## config.mk

```make
export PLATFORM = sky130hd
export DESIGN_NAME = debounced_digit_matrix_driver
export DESIGN_NICKNAME = d
export VERILOG_FILES = /design/src/hdl/ddmd_pkg.sv /design/src/hdl/debounced_digit_matrix_driver.sv /design/src/hdl/ddmd_front.sv /design/src/hdl/ddmd_queue.sv /design/src/hdl/ddmd_back.sv
export SDC_FILE = /design/constraint.sdc
export NUM_CORES = 1
export LEC_CHECK = 0
export BUFFER_PORTS_ARGS = -buffer_cell sky130_fd_sc_hd__buf_2
export CELL_PAD_IN_SITES_DETAIL_PLACEMENT = 0
export CELL_PAD_IN_SITES_GLOBAL_PLACEMENT = 1
export CORE_ASPECT_RATIO = 1.1
export CORE_MARGIN = 1
export CORE_UTILIZATION = 44
export DETAILED_ROUTE_END_ITERATION = 16
export PLACE_DENSITY_LB_ADDON = 0.1
export SYNTH_ARGS = -nofsm -noshare
export SYNTH_HDL_FRONTEND = slang
export SYNTH_SLANG_ARGS = --single-unit
```

## constraint.sdc

```tcl
create_clock -name clk -period 8.1 [get_ports clk]
set_clock_uncertainty 0.05 [all_clocks]
set_input_delay 1.62 -clock clk [delete_from_list [all_inputs] [get_ports clk]]
set_output_delay 1.62 -clock clk [all_outputs]
set_load 0.02 [all_outputs]
```

## src/hdl/ddmd_pkg.sv

```systemverilog
`default_nettype none
package ddmd_pkg;

  localparam int PIXELS_DEF = 25;
  localparam int GLYPH_BITS = 13;
  localparam int POS_W = 6;
  localparam int QDEPTH = 2;
  localparam int CFG_IDX_W = 1;
  localparam int CFG_DATA_W = 16;
  localparam int IN_TDATA_W = 40;
  localparam int OUT_TDATA_W = 40;

  localparam logic [1:0] OP_UP = 2'd0;
  localparam logic [1:0] OP_DOWN = 2'd1;
  localparam logic [1:0] OP_REDRAW = 2'd2;
  localparam logic [1:0] OP_UNUSED = 2'd3;

  localparam logic [CFG_IDX_W-1:0] REG_DEBOUNCE = 1'd0;
  localparam logic [CFG_IDX_W-1:0] REG_GREEN = 1'd1;

  localparam logic [15:0] DEBOUNCE_RST = 16'd200;
  localparam logic [7:0] GREEN_RST = 8'd10;

  localparam logic [POS_W-1:0] GLYPH_POS [GLYPH_BITS] = '{
    6'd1, 6'd2, 6'd3, 6'd8, 6'd6, 6'd11, 6'd12, 6'd13, 6'd18, 6'd16, 6'd21, 6'd22, 6'd23
  };

  typedef struct packed {
    logic [3:0] digit;
  } ddmd_job_t;

  function automatic logic [GLYPH_BITS-1:0] glyph_of(input logic [3:0] digit);
    logic [GLYPH_BITS-1:0] pat;
    unique case (digit)
      4'd0: pat = 13'h1FBF;
      4'd1: pat = 13'h0529;
      4'd2: pat = 13'h1DF7;
      4'd3: pat = 13'h1DEF;
      4'd4: pat = 13'h17E9;
      4'd5: pat = 13'h1EEF;
      4'd6: pat = 13'h1EFF;
      4'd7: pat = 13'h1D29;
      4'd8: pat = 13'h1FFF;
      4'd9: pat = 13'h1FEF;
      default: pat = '0;
    endcase
    return pat;
  endfunction

  // one compare per glyph bit, positions are distinct
  function automatic logic pixel_lit(input logic [GLYPH_BITS-1:0] pat,
                                     input logic [POS_W-1:0] idx);
    logic hit;
    hit = 1'b0;
    for (int j = 0; j < GLYPH_BITS; j++) begin
      if (pat[j] && (GLYPH_POS[j] == idx)) hit = 1'b1;
    end
    return hit;
  endfunction

endpackage
`default_nettype wire

```

## src/hdl/debounced_digit_matrix_driver.sv

```systemverilog
// channel   | dir | handshake                   | payload
// s_axis    | in  | s_axis_tvalid/s_axis_tready | tdata: opcode[1:0], now_ms[33:2]
// m_axis    | out | m_axis_tvalid/m_axis_tready | tdata: pixel_index[4:0],
//           |     |                             |   pixel_word[36:5]; tlast: last
// cfg       | in  | cfg_we                      | cfg_addr, cfg_wdata
//
// a frame leaves at one word per cycle while the output is ready, PIXELS words,
// once the idle back end picks up its job from the queue; the pixel counter sets the pace.
// an input beat is taken whenever the two-entry job queue has room, so
// presses keep being classified while a frame drains.
// synchronous reset clears digit, last press time, queue and sender.
// output stalls hold the word register; the sender waits on it.
`default_nettype none
module debounced_digit_matrix_driver
  import ddmd_pkg::*;
#(
  parameter int PIXELS = PIXELS_DEF
) (
  input  wire logic                   clk,
  input  wire logic                   rst,
  input  wire logic                   s_axis_tvalid,
  output logic                        s_axis_tready,
  input  wire logic [IN_TDATA_W-1:0]  s_axis_tdata,  // opcode, now_ms, zero pad
  output logic                        m_axis_tvalid,
  input  wire logic                   m_axis_tready,
  output logic [OUT_TDATA_W-1:0]      m_axis_tdata,  // pixel_index, pixel_word, zero pad
  output logic                        m_axis_tlast,
  input  wire logic                   cfg_we,
  input  wire logic [CFG_IDX_W-1:0]   cfg_addr,
  input  wire logic [CFG_DATA_W-1:0]  cfg_wdata
);

  logic [15:0] debounce_ms;
  logic [7:0]  green_level;
  logic        q_full;
  logic        q_not_empty;
  logic        push;
  logic        pop;
  ddmd_job_t   push_job;
  ddmd_job_t   q_head;
  logic [4:0]  pixel_index;
  logic [31:0] pixel_word;

  always_ff @(posedge clk) begin
    if (rst) begin
      debounce_ms <= DEBOUNCE_RST;
      green_level <= GREEN_RST;
    end else if (cfg_we) begin
      unique case (cfg_addr)
        REG_DEBOUNCE: debounce_ms <= cfg_wdata[15:0];
        REG_GREEN: green_level <= cfg_wdata[7:0];
        default: green_level <= green_level;
      endcase
    end
  end

  ddmd_front u_front (
    .clk         (clk),
    .rst         (rst),
    .in_valid    (s_axis_tvalid),
    .in_ready    (s_axis_tready),
    .opcode      (s_axis_tdata[1:0]),
    .now_ms      (s_axis_tdata[33:2]),
    .debounce_ms (debounce_ms),
    .q_full      (q_full),
    .push        (push),
    .push_job    (push_job)
  );

  ddmd_queue u_queue (
    .clk       (clk),
    .rst       (rst),
    .push      (push),
    .push_job  (push_job),
    .pop       (pop),
    .full      (q_full),
    .not_empty (q_not_empty),
    .head      (q_head)
  );

  ddmd_back #(.PIXELS(PIXELS)) u_back (
    .clk         (clk),
    .rst         (rst),
    .q_not_empty (q_not_empty),
    .q_head      (q_head),
    .pop         (pop),
    .green_level (green_level),
    .out_valid   (m_axis_tvalid),
    .out_ready   (m_axis_tready),
    .pixel_index (pixel_index),
    .pixel_word  (pixel_word),
    .last        (m_axis_tlast)
  );

  assign m_axis_tdata = {3'd0, pixel_word, pixel_index};

endmodule
`default_nettype wire

```

## src/hdl/ddmd_front.sv

```systemverilog
`default_nettype none
module ddmd_front
  import ddmd_pkg::*;
(
  input  wire logic        clk,
  input  wire logic        rst,
  input  wire logic        in_valid,
  output logic             in_ready,
  input  wire logic [1:0]  opcode,
  input  wire logic [31:0] now_ms,
  input  wire logic [15:0] debounce_ms,
  input  wire logic        q_full,
  output logic             push,
  output ddmd_job_t        push_job
);

  logic [3:0]  digit;
  logic [3:0]  digit_next;
  logic [31:0] last_press_ms;
  logic [31:0] last_press_ms_next;
  logic [31:0] diff;
  logic        accept;
  logic        pass;
  logic        moved;

  assign in_ready = !q_full;
  assign accept = in_valid && in_ready;
  assign diff = now_ms - last_press_ms;
  assign pass = diff > {16'd0, debounce_ms};

  always_comb begin
    digit_next = digit;
    last_press_ms_next = last_press_ms;
    moved = 1'b0;
    unique case (opcode)
      OP_UP: begin
        if (pass) begin
          last_press_ms_next = now_ms;
          if (digit != 4'd9) begin
            digit_next = digit + 4'd1;
            moved = 1'b1;
          end
        end
      end
      OP_DOWN: begin
        if (pass) begin
          last_press_ms_next = now_ms;
          if (digit != 4'd0) begin
            digit_next = digit - 4'd1;
            moved = 1'b1;
          end
        end
      end
      OP_REDRAW: moved = 1'b1;
      OP_UNUSED: moved = 1'b0;
      default: moved = 1'b0;
    endcase
  end

  assign push = accept && moved;
  assign push_job.digit = digit_next;

  always_ff @(posedge clk) begin
    if (rst) begin
      digit <= 4'd0;
      last_press_ms <= 32'd0;
    end else if (accept) begin
      digit <= digit_next;
      last_press_ms <= last_press_ms_next;
    end
  end

endmodule
`default_nettype wire

```

## src/hdl/ddmd_queue.sv

```systemverilog
`default_nettype none
module ddmd_queue
  import ddmd_pkg::*;
(
  input  wire logic      clk,
  input  wire logic      rst,
  input  wire logic      push,
  input  wire ddmd_job_t push_job,
  input  wire logic      pop,
  output logic           full,
  output logic           not_empty,
  output ddmd_job_t      head
);

  localparam int PW = $clog2(QDEPTH);

  ddmd_job_t         mem [QDEPTH];
  logic [PW-1:0]     wr_ptr;
  logic [PW-1:0]     rd_ptr;
  logic [PW:0]       count;

  assign full = count == (PW+1)'(QDEPTH);
  assign not_empty = count != '0;
  assign head = mem[rd_ptr];

  always_ff @(posedge clk) begin
    if (push) mem[wr_ptr] <= push_job;
  end

  always_ff @(posedge clk) begin
    if (rst) begin
      wr_ptr <= '0;
      rd_ptr <= '0;
      count <= '0;
    end else begin
      if (push) wr_ptr <= wr_ptr + 1'b1;
      if (pop) rd_ptr <= rd_ptr + 1'b1;
      unique case ({push, pop})
        2'b10: count <= count + 1'b1;
        2'b01: count <= count - 1'b1;
        default: count <= count;
      endcase
    end
  end

endmodule
`default_nettype wire

```

## src/hdl/ddmd_back.sv

```systemverilog
`default_nettype none
module ddmd_back
  import ddmd_pkg::*;
#(
  parameter int PIXELS = PIXELS_DEF
) (
  input  wire logic      clk,
  input  wire logic      rst,
  input  wire logic      q_not_empty,
  input  wire ddmd_job_t q_head,
  output logic           pop,
  input  wire logic [7:0] green_level,
  output logic           out_valid,
  input  wire logic      out_ready,
  output logic [4:0]     pixel_index,
  output logic [31:0]    pixel_word,
  output logic           last
);

  localparam int CW = $clog2(PIXELS);

  logic          busy;
  logic [CW-1:0] cnt;
  logic [3:0]    cur_digit;
  logic          advance;
  logic          final_word;
  logic          lit;

  assign advance = !out_valid || out_ready;
  assign pop = !busy && q_not_empty;
  assign final_word = cnt == CW'(PIXELS - 1);
  assign lit = pixel_lit(glyph_of(cur_digit), POS_W'(cnt));

  always_ff @(posedge clk) begin
    if (rst) begin
      busy <= 1'b0;
      cnt <= '0;
      out_valid <= 1'b0;
    end else begin
      if (advance) out_valid <= busy;
      if (busy && advance) begin
        if (final_word) busy <= 1'b0;
        else cnt <= cnt + 1'b1;
      end else if (pop) begin
        busy <= 1'b1;
        cnt <= '0;
      end
    end
  end

  always_ff @(posedge clk) begin
    if (pop) cur_digit <= q_head.digit;
    if (busy && advance) begin
      pixel_index <= 5'(cnt);
      pixel_word <= {(lit ? green_level : 8'd0), 24'd0};
      last <= final_word;
    end
  end

endmodule
`default_nettype wire

```

== After elaboration in Yosys (flattened, before gate mapping) ==
Memories as Yosys holds them, arrays and structs flattened. A register that Yosys moved wholly into a read port is not among the register bits.
Cells that the tools add are included.
W data, S select, Z words.

* Register bits: 85
* Bits in latches: 0
* Memory bits (writable): 8
* Bits in read-only memories: 208
* Bits of input ports: 62
* Output and inout port bits: 43
* Logic and storage cells: 112
* Memories: 2

* Add/sub/neg operators: 8
* $mul: 0
* Div/mod/pow operators: 0
* Order comparisons: 1
* Eq/ne operators: 23
* Shift operators: 0
* Muxes and demuxes: 32
* Bitwise gates (word level): 1
* Reduce and logical (&&, ||, !) cells: 32

{| class="wikitable"
|+ Memories
! name !! depth !! width !! rd ports !! clocked after Yosys merged registers in !! write ports !! line !! RTL
|-
| (no name shown) || 16 || 13 || 1 || 0 || 0 || ddmd_pkg.sv:34 || <nowiki>unique case (digit)</nowiki>
|-
| u_queue.mem || 2 || 4 || 1 || 1 || 1 || ddmd_queue.sv:17 || <nowiki>ddmd_job_t mem [QDEPTH];</nowiki>
|}

{| class="wikitable"
|+ Operators by type and width
! cell !! number
|-
| $gt A32 B16 Y1 || 1
|-
| $sub A32 B32 Y32 || 1
|-
| $eq A5 B5 Y1 const A || 5
|-
| $mux W1 || 22
|-
| $eq A4 B5 Y1 const A || 4
|-
| $logic_and A1 B1 Y1 || 17
|-
| $mux W4 || 4
|-
| $mux W5 || 3
|-
| $eq A2 B5 Y1 const A || 2
|-
| $eq A2 B2 Y1 const B || 4
|-
| $pmux W4 S2 || 1
|-
| $reduce_and A2 Y1 || 4
|-
| $reduce_bool A2 Y1 || 3
|-
| $add A5 B1 Y5 const B || 1
|-
| $eq A1 B5 Y1 const A || 1
|-
| $eq A3 B5 Y1 const A || 1
|-
| $eq A5 B5 Y1 const B || 1
|-
| $add A4 B1 Y4 const B || 1
|-
| $eq A2 B1 Y1 const B || 2
|-
| $ne A4 B4 Y1 const B || 1
|-
| $pmux W1 S4 || 1
|-
| $pmux W2 S2 || 1
|-
| $reduce_bool A4 Y1 || 1
|-
| $sub A4 B1 Y4 const B || 1
|-
| 11 further kinds || 14
|}

== Depth between registers and ports, before layout ==
* Depth after elaboration: 15
* Mapped depth: 24
* Depth with buffers taken out: 23

== Cells and area by module ==
From an unflattened synthesis, not the netlist that was laid out.

* Cells, all modules: 862
* Area, all modules: 7766.2 um^2

{| class="wikitable"
|+ Modules (own cells, without submodules)
! module !! times used !! cells an instance !! area an instance (um^2) !! seq. area each (um^2)
|-
| ddmd_front || 1 || 561 || 4385.5 || 720.7
|-
| ddmd_back || 1 || 163 || 1826.8 || 880.8
|-
| debounced_digit_matrix_driver || 1 || 104 || 1061.0 || 480.5
|-
| ddmd_queue || 1 || 34 || 493.0 || 340.3
|}

== Worst setup path before layout ==
Ideal clock, no wire load.

* Path type: input to register
* Start point: in s_axis_tdata[2]
* End point: reg u_queue.count[1]
* Library setup time: 0.071 ns
* Data arrival time: 6.145 ns
* Required time: 7.979 ns
* Setup slack: 1.834 ns
* Cell stages on the path: 22
* Path buffers: 1
* Cells stage by stage: inv_1 -> ha_1 -> fa_1 -> and2b_1 -> o2111ai_2 -> a211o_1 -> nand3_1 -> xor2_1 -> ha_1 -> a21oi_1 -> nand2_1 -> a221o_1 -> o31a_1 -> a311oi_1 -> o211a_1 -> nand4_1 -> nor4b_4 -> buf_6 -> a211o_4 -> ha_1 -> or3_1 -> a21oi_1

* Longest elaborated chain between the ends: 7
* Elaborated cells between the ends (all ways): 10
* Classes of those cells: 1 x add/sub; 1 x order compare; 2 x eq/ne; 4 x mux; 2 x reduce/logical

{| class="wikitable"
|+ Ends and longest elaborated chain
! element !! line !! RTL
|-
| start, declared || debounced_digit_matrix_driver.sv:23 || <nowiki>input wire logic [IN_TDATA_W-1:0] s_axis_tdata,</nowiki>
|-
| $sub A32 B32 Y32 * || ddmd_front.sv:28 || <nowiki>assign diff = now_ms - last_press_ms;</nowiki>
|-
| $gt A32 B16 Y1 * || ddmd_front.sv:29 || <nowiki>assign pass = diff > {16'd0, debounce_ms};</nowiki>
|-
| $mux W1 (on tied branches) || ddmd_front.sv:46, ddmd_front.sv:37 ||
|-
| $pmux W1 S4 * || ddmd_front.sv:35 || <nowiki>unique case (opcode)</nowiki>
|-
| $logic_and A1 B1 Y1 * || ddmd_front.sv:60 || <nowiki>assign push = accept && moved;</nowiki>
|-
| $eq A2 B1 Y1 / $eq A2 B2 Y1 (equally long branches) || ddmd_queue.sv:38 || <nowiki>unique case ({push, pop})</nowiki>
|-
| $pmux W2 S2 / $reduce_bool A2 Y1 (equally long branches) || -- ||
|-
| end signal, assigned || ddmd_queue.sv:39 || <nowiki>2'b10: count <= count + 1'b1;</nowiki>
|-
| end signal, assigned || ddmd_queue.sv:40 || <nowiki>2'b01: count <= count - 1'b1;</nowiki>
|-
| end signal, assigned || ddmd_queue.sv:41 || <nowiki>default: count <= count;</nowiki>
|-
| end, declared || ddmd_queue.sv:20 || <nowiki>logic [PW:0] count;</nowiki>
|}

Every way passes the cells marked *; elsewhere a longest branch is shown, timed or not.
A chain may end at the register's enable or synchronous reset.

== Worst setup path in the final report ==
Ends and elaborated chain as after synthesis.

==> run summary <==
For this block, the initial DRC count from the detailed router was 330. The die covers 0.0174 mm2. The run gives 0.435 as the max-slew headroom at the worst pin. For this run, the leading register cell type out of synthesis is sky130_fd_sc_hd__dfxtp_1. The H-tree generated during clock tree synthesis spans 3 levels.

The type of the setup path with the least slack was in2reg. After synthesis, the cell types taking the most area are sky130_fd_sc_hd__dfxtp_1 19%, sky130_fd_sc_hd__edfxtp_1 11%, sky130_fd_sc_hd__ha_1 10%, sky130_fd_sc_hd__nand2_1 6.3%, sky130_fd_sc_hd__a21oi_1 5.3%. The cell that appears most often on the critical path is sky130_fd_sc_hd__ha_1. The relative area change from synthesis to final layout works out to 8.06%. The tools report the initial core utilization as 0.451. From left edge to right edge, the die measures 126 um. Wires add up to 19400 um. The global-route met2 utilization is 0.420, and the async set or reset register ratio after synthesis is 0.

The synthesized area divided by synthesized cell count is 8.13 um2, and the clock latency of the later-clocked register in the worst-skew pair is 0.36 ns. The number of search-and-repair iterations in the first detailed-routing pass came out at 5. By count the netlist is led by 125 x sky130_fd_sc_hd__nand2_1, 79 x sky130_fd_sc_hd__a21oi_1, 73 x sky130_fd_sc_hd__inv_1.

Delay of the slowest critical-path stage: 0.42 ns. The run gives 0.000101 V as the worst ir drop on vdd. The worst min-delay path class is reg2reg.

Setup repair after global routing left no endpoint under its margin. After detailed routing, the number of remaining DRC violations is 0. After floorplanning, the core was sized to cover 0.0164 mm2.

Cell with the most instances after synthesis: sky130_fd_sc_hd__nand2_1. The logs give 0 for the number of antenna violations at the first check in global routing and 0.00802 mm2 for the final design area excluding fillers. Clock-pin slew was measured on the worst setup and hold paths at 0.07 ns. For the setup violation total in the final timing report, the log shows 0. The count of warnings emitted by yosys was 0; the global routing usage summed across all routing layers was 0.231. The register bit count reported by yosys is 97, and the overall die height is 138 um. Synthesized-area fraction occupied by xor and xnor cells: 0.0305. For the required time of the critical path, the log shows 8.33 ns. In this run, CTS created clock tree buffers numbering 9. The clock net in this run drives a total of 97 sinks. The category of the worst setup path launch point was an input pin. For the global-route wire length before repair, the log shows 32600 um. TritonCTS built the clock tree. The logs give 0 for the number of diodes added for antenna fixing and 1652 for the count of filler cells inserted in the layout. In this run the clock root is driven by a sky130_fd_sc_hd__clkbuf_16. The detailed-route vias per instance is 5.77.

The total count of hold-check failures in the final report was 0. The portion of the clock cycle consumed by the worst path in the final layout came out at 0.811. The register area share after synthesis was 0.297. Across the run, the number of max-cap violations was 0.

The fraction of layout instances using a drive strength above 1 works out to 0.137. After global routing, the most crowded layer is met2. Across the whole layout, storage elements account for 0.00220 mm2. Power spread over the standard cell area amounts to 220 mW/mm2. The arithmetic-cell share of the synthesized area counting full adders, half adders and majority gates is 0.106. The largest family of logic cells by synthesized area is simple AND/OR/NAND/NOR gates. Buffers inserted to repair hold after CTS numbered 0. The number of buffers on the longest clock path was 2; the fraction of met1 tracks used by global routing was 0.277. Dividing the detail-routed wire length by the instance count gives 16.8 um.

The tools report the arrival time reported for the critical path endpoint as 6.80 ns. The flow ran to the end, and the final reports show no timing, DRC or antenna violations. The post-cts resize count was 0; the total of buffers placed on input and output ports was 71.

The number of different library cells used by synthesis comes to 83. The critical path goes through buf_2, inv_1, ha_1, fa_1, and2b_1, o2111ai_2, a211o_1, nand3_1, xor2_1, ha_1, a21oi_1, nand2_1, a221o_1, o31a_1, a311oi_1, o211a_1, nand4_1, nor4b_4, a211o_4, ha_1, or3_1, a21oi_1. The fraction of synthesized area in multiplexers is 0.0162. The largest total area in the synthesized netlist belongs to sky130_fd_sc_hd__dfxtp_1. The multi-input combinational cells in the finished layout cover a total of 0.00456 mm2. The count of nets left with antenna violations once routing finished came out at 0.

The maximum operating frequency is 152 MHz, and the worst-path maximum fanout is 5. The aggregate negative setup slack is 0 ns. In this run, synthesis inferred 26 flip-flops with an integrated enable. At the pin with the least slew margin, the transition time is 0.847 ns.

The weighted congestion at the end of routability-driven global placement is 0.918, and the number of nets in the final layout is 1074. The portion of synthesized cell area occupied by the leading cell type is 0.192. The final critical delay including setup and external delays came out at 6.57 ns. On the critical path, the stage with the largest delay is an instance of sky130_fd_sc_hd__fa_1. Global routing finished with a remaining overflow of 0. The logs give 0.0248 for the global-route met3 utilization and 49 for the cell row count. The cell area that synthesis handed to floorplanning was 0.00742 mm2.

The final max-slew violation count is 0. Synthesis handed over a netlist of 912 instances. The number of vias in the routed layout is 6691, and the detailed-placement wirelength estimate is 14700 um. The synthesized-area fraction occupied by and/or/nand/nor cells works out to 0.226. The cell leakage power came out at 3.25 nW.

The number of setup buffers added after CTS is 0. The tools report the kind of end point of the critical path as a flop. The placement-stage cell area was 0.00772 mm2; the fraction of the mapped netlist area in compound gates was 0.222. The I/O pin count was 105. Entering global routing, the biggest net connects 65 pins. The via count of the first global-routing pass came out at 6516.
==> per-layer routing <==
metal	up-vias	wire length, um
met5	-	0
met1	3174	8420
met3	30	687
met2	161	9910
li1	3326	-
met4	0	431
==> registers in the layout, indices dropped and copies added (netlist names), 2 cells and up <==
name                   cells
green_level                8
u_queue.mem                8
u_queue.count              2
debounce_ms               16
u_back.pixel_index         5
u_back.cnt                 5
u_back.pixel_word          8
u_back.cur_digit           4
u_front.last_press_ms     32
u_front.digit              4
==> final timing paths <==
path,from,end,slack (ns),depth (start not counted)
worst min register to register,green_level[2],green_level[2],0.40,2
worst min-delay path,green_level[2],green_level[2],0.40,2
worst max-delay path,s_axis_tdata[2],u_queue.count[1],1.53,22
worst max register to register,u_front.last_press_ms[12],u_queue.count[1],2.59,22
==> area by class of cell <==
type                            count  share of cell area
Clock buffer                       11              0.0317
Clock inverter                      5             0.00546
Inverter                           73              0.0342
Multi-Input combinational cell    689               0.569
Sequential cell                    97               0.275
Tap cell                          204              0.0318
Timing Repair Buffer               80              0.0528
==> placed cells by master, fill, tap and decap left out, drive strengths merged, types with 19 or more instances in the layout <==
cell type and instances:
o21ai 34, o31ai 34, nand2 125, buf 80, nand3 19, ha 61, edfxtp 26, nor2 43
conb 27, a21oi 81, inv 75, dfxtp 71, or4 35
==> critical path: cells and delay by family <==
kind            cells  cell delay, ns
compound gates      9            2.27
xor+xnor            1            0.25
buf+inv             2            0.13
simple gates        6            1.30
fa+ha+maj           4            1.20
==> where the power goes <==
group	switching (W)	internal [W]	leakage, nW
sequential	0.0000417	0.000583	0.828
combinational	0.000436	0.000263	2.29
clock	0.000207	0.000231	0.139
total	0.000685	0.00108	3.25
==> stage by stage <==
step	utilization	hold slack [ns]	std cells	total power (W)	setup slack, ns
2_1_floorplan	-	0.356	938	0.00116	1.83
3_3_place_gp	0.470	0.388	1143	0.00132	1.27
3_5_place_dp	0.470	0.397	1143	0.00133	1.20
4_1_cts	0.488	0.407	1159	0.00178	1.54
5_1_grt	0.488	0.433	1159	0.00188	1.16
6_report	0.488	0.404	1159	0.00176	1.53
==> cells by family (layout without fill, tap and decap cells) <==
group | after synthesis | count (layout)
AO/OA/AOI/OAI | 241 | 241
other | 1 | 27
XOR/XNOR | 25 | 25
multiplexers | 11 | 11
AND/OR/NAND/NOR | 323 | 323
flip-flops | 97 | 97
adder cells (fa/ha/maj) | 62 | 62
buffers and inverters | 152 | 169
(Power assumes the default switching activity.)
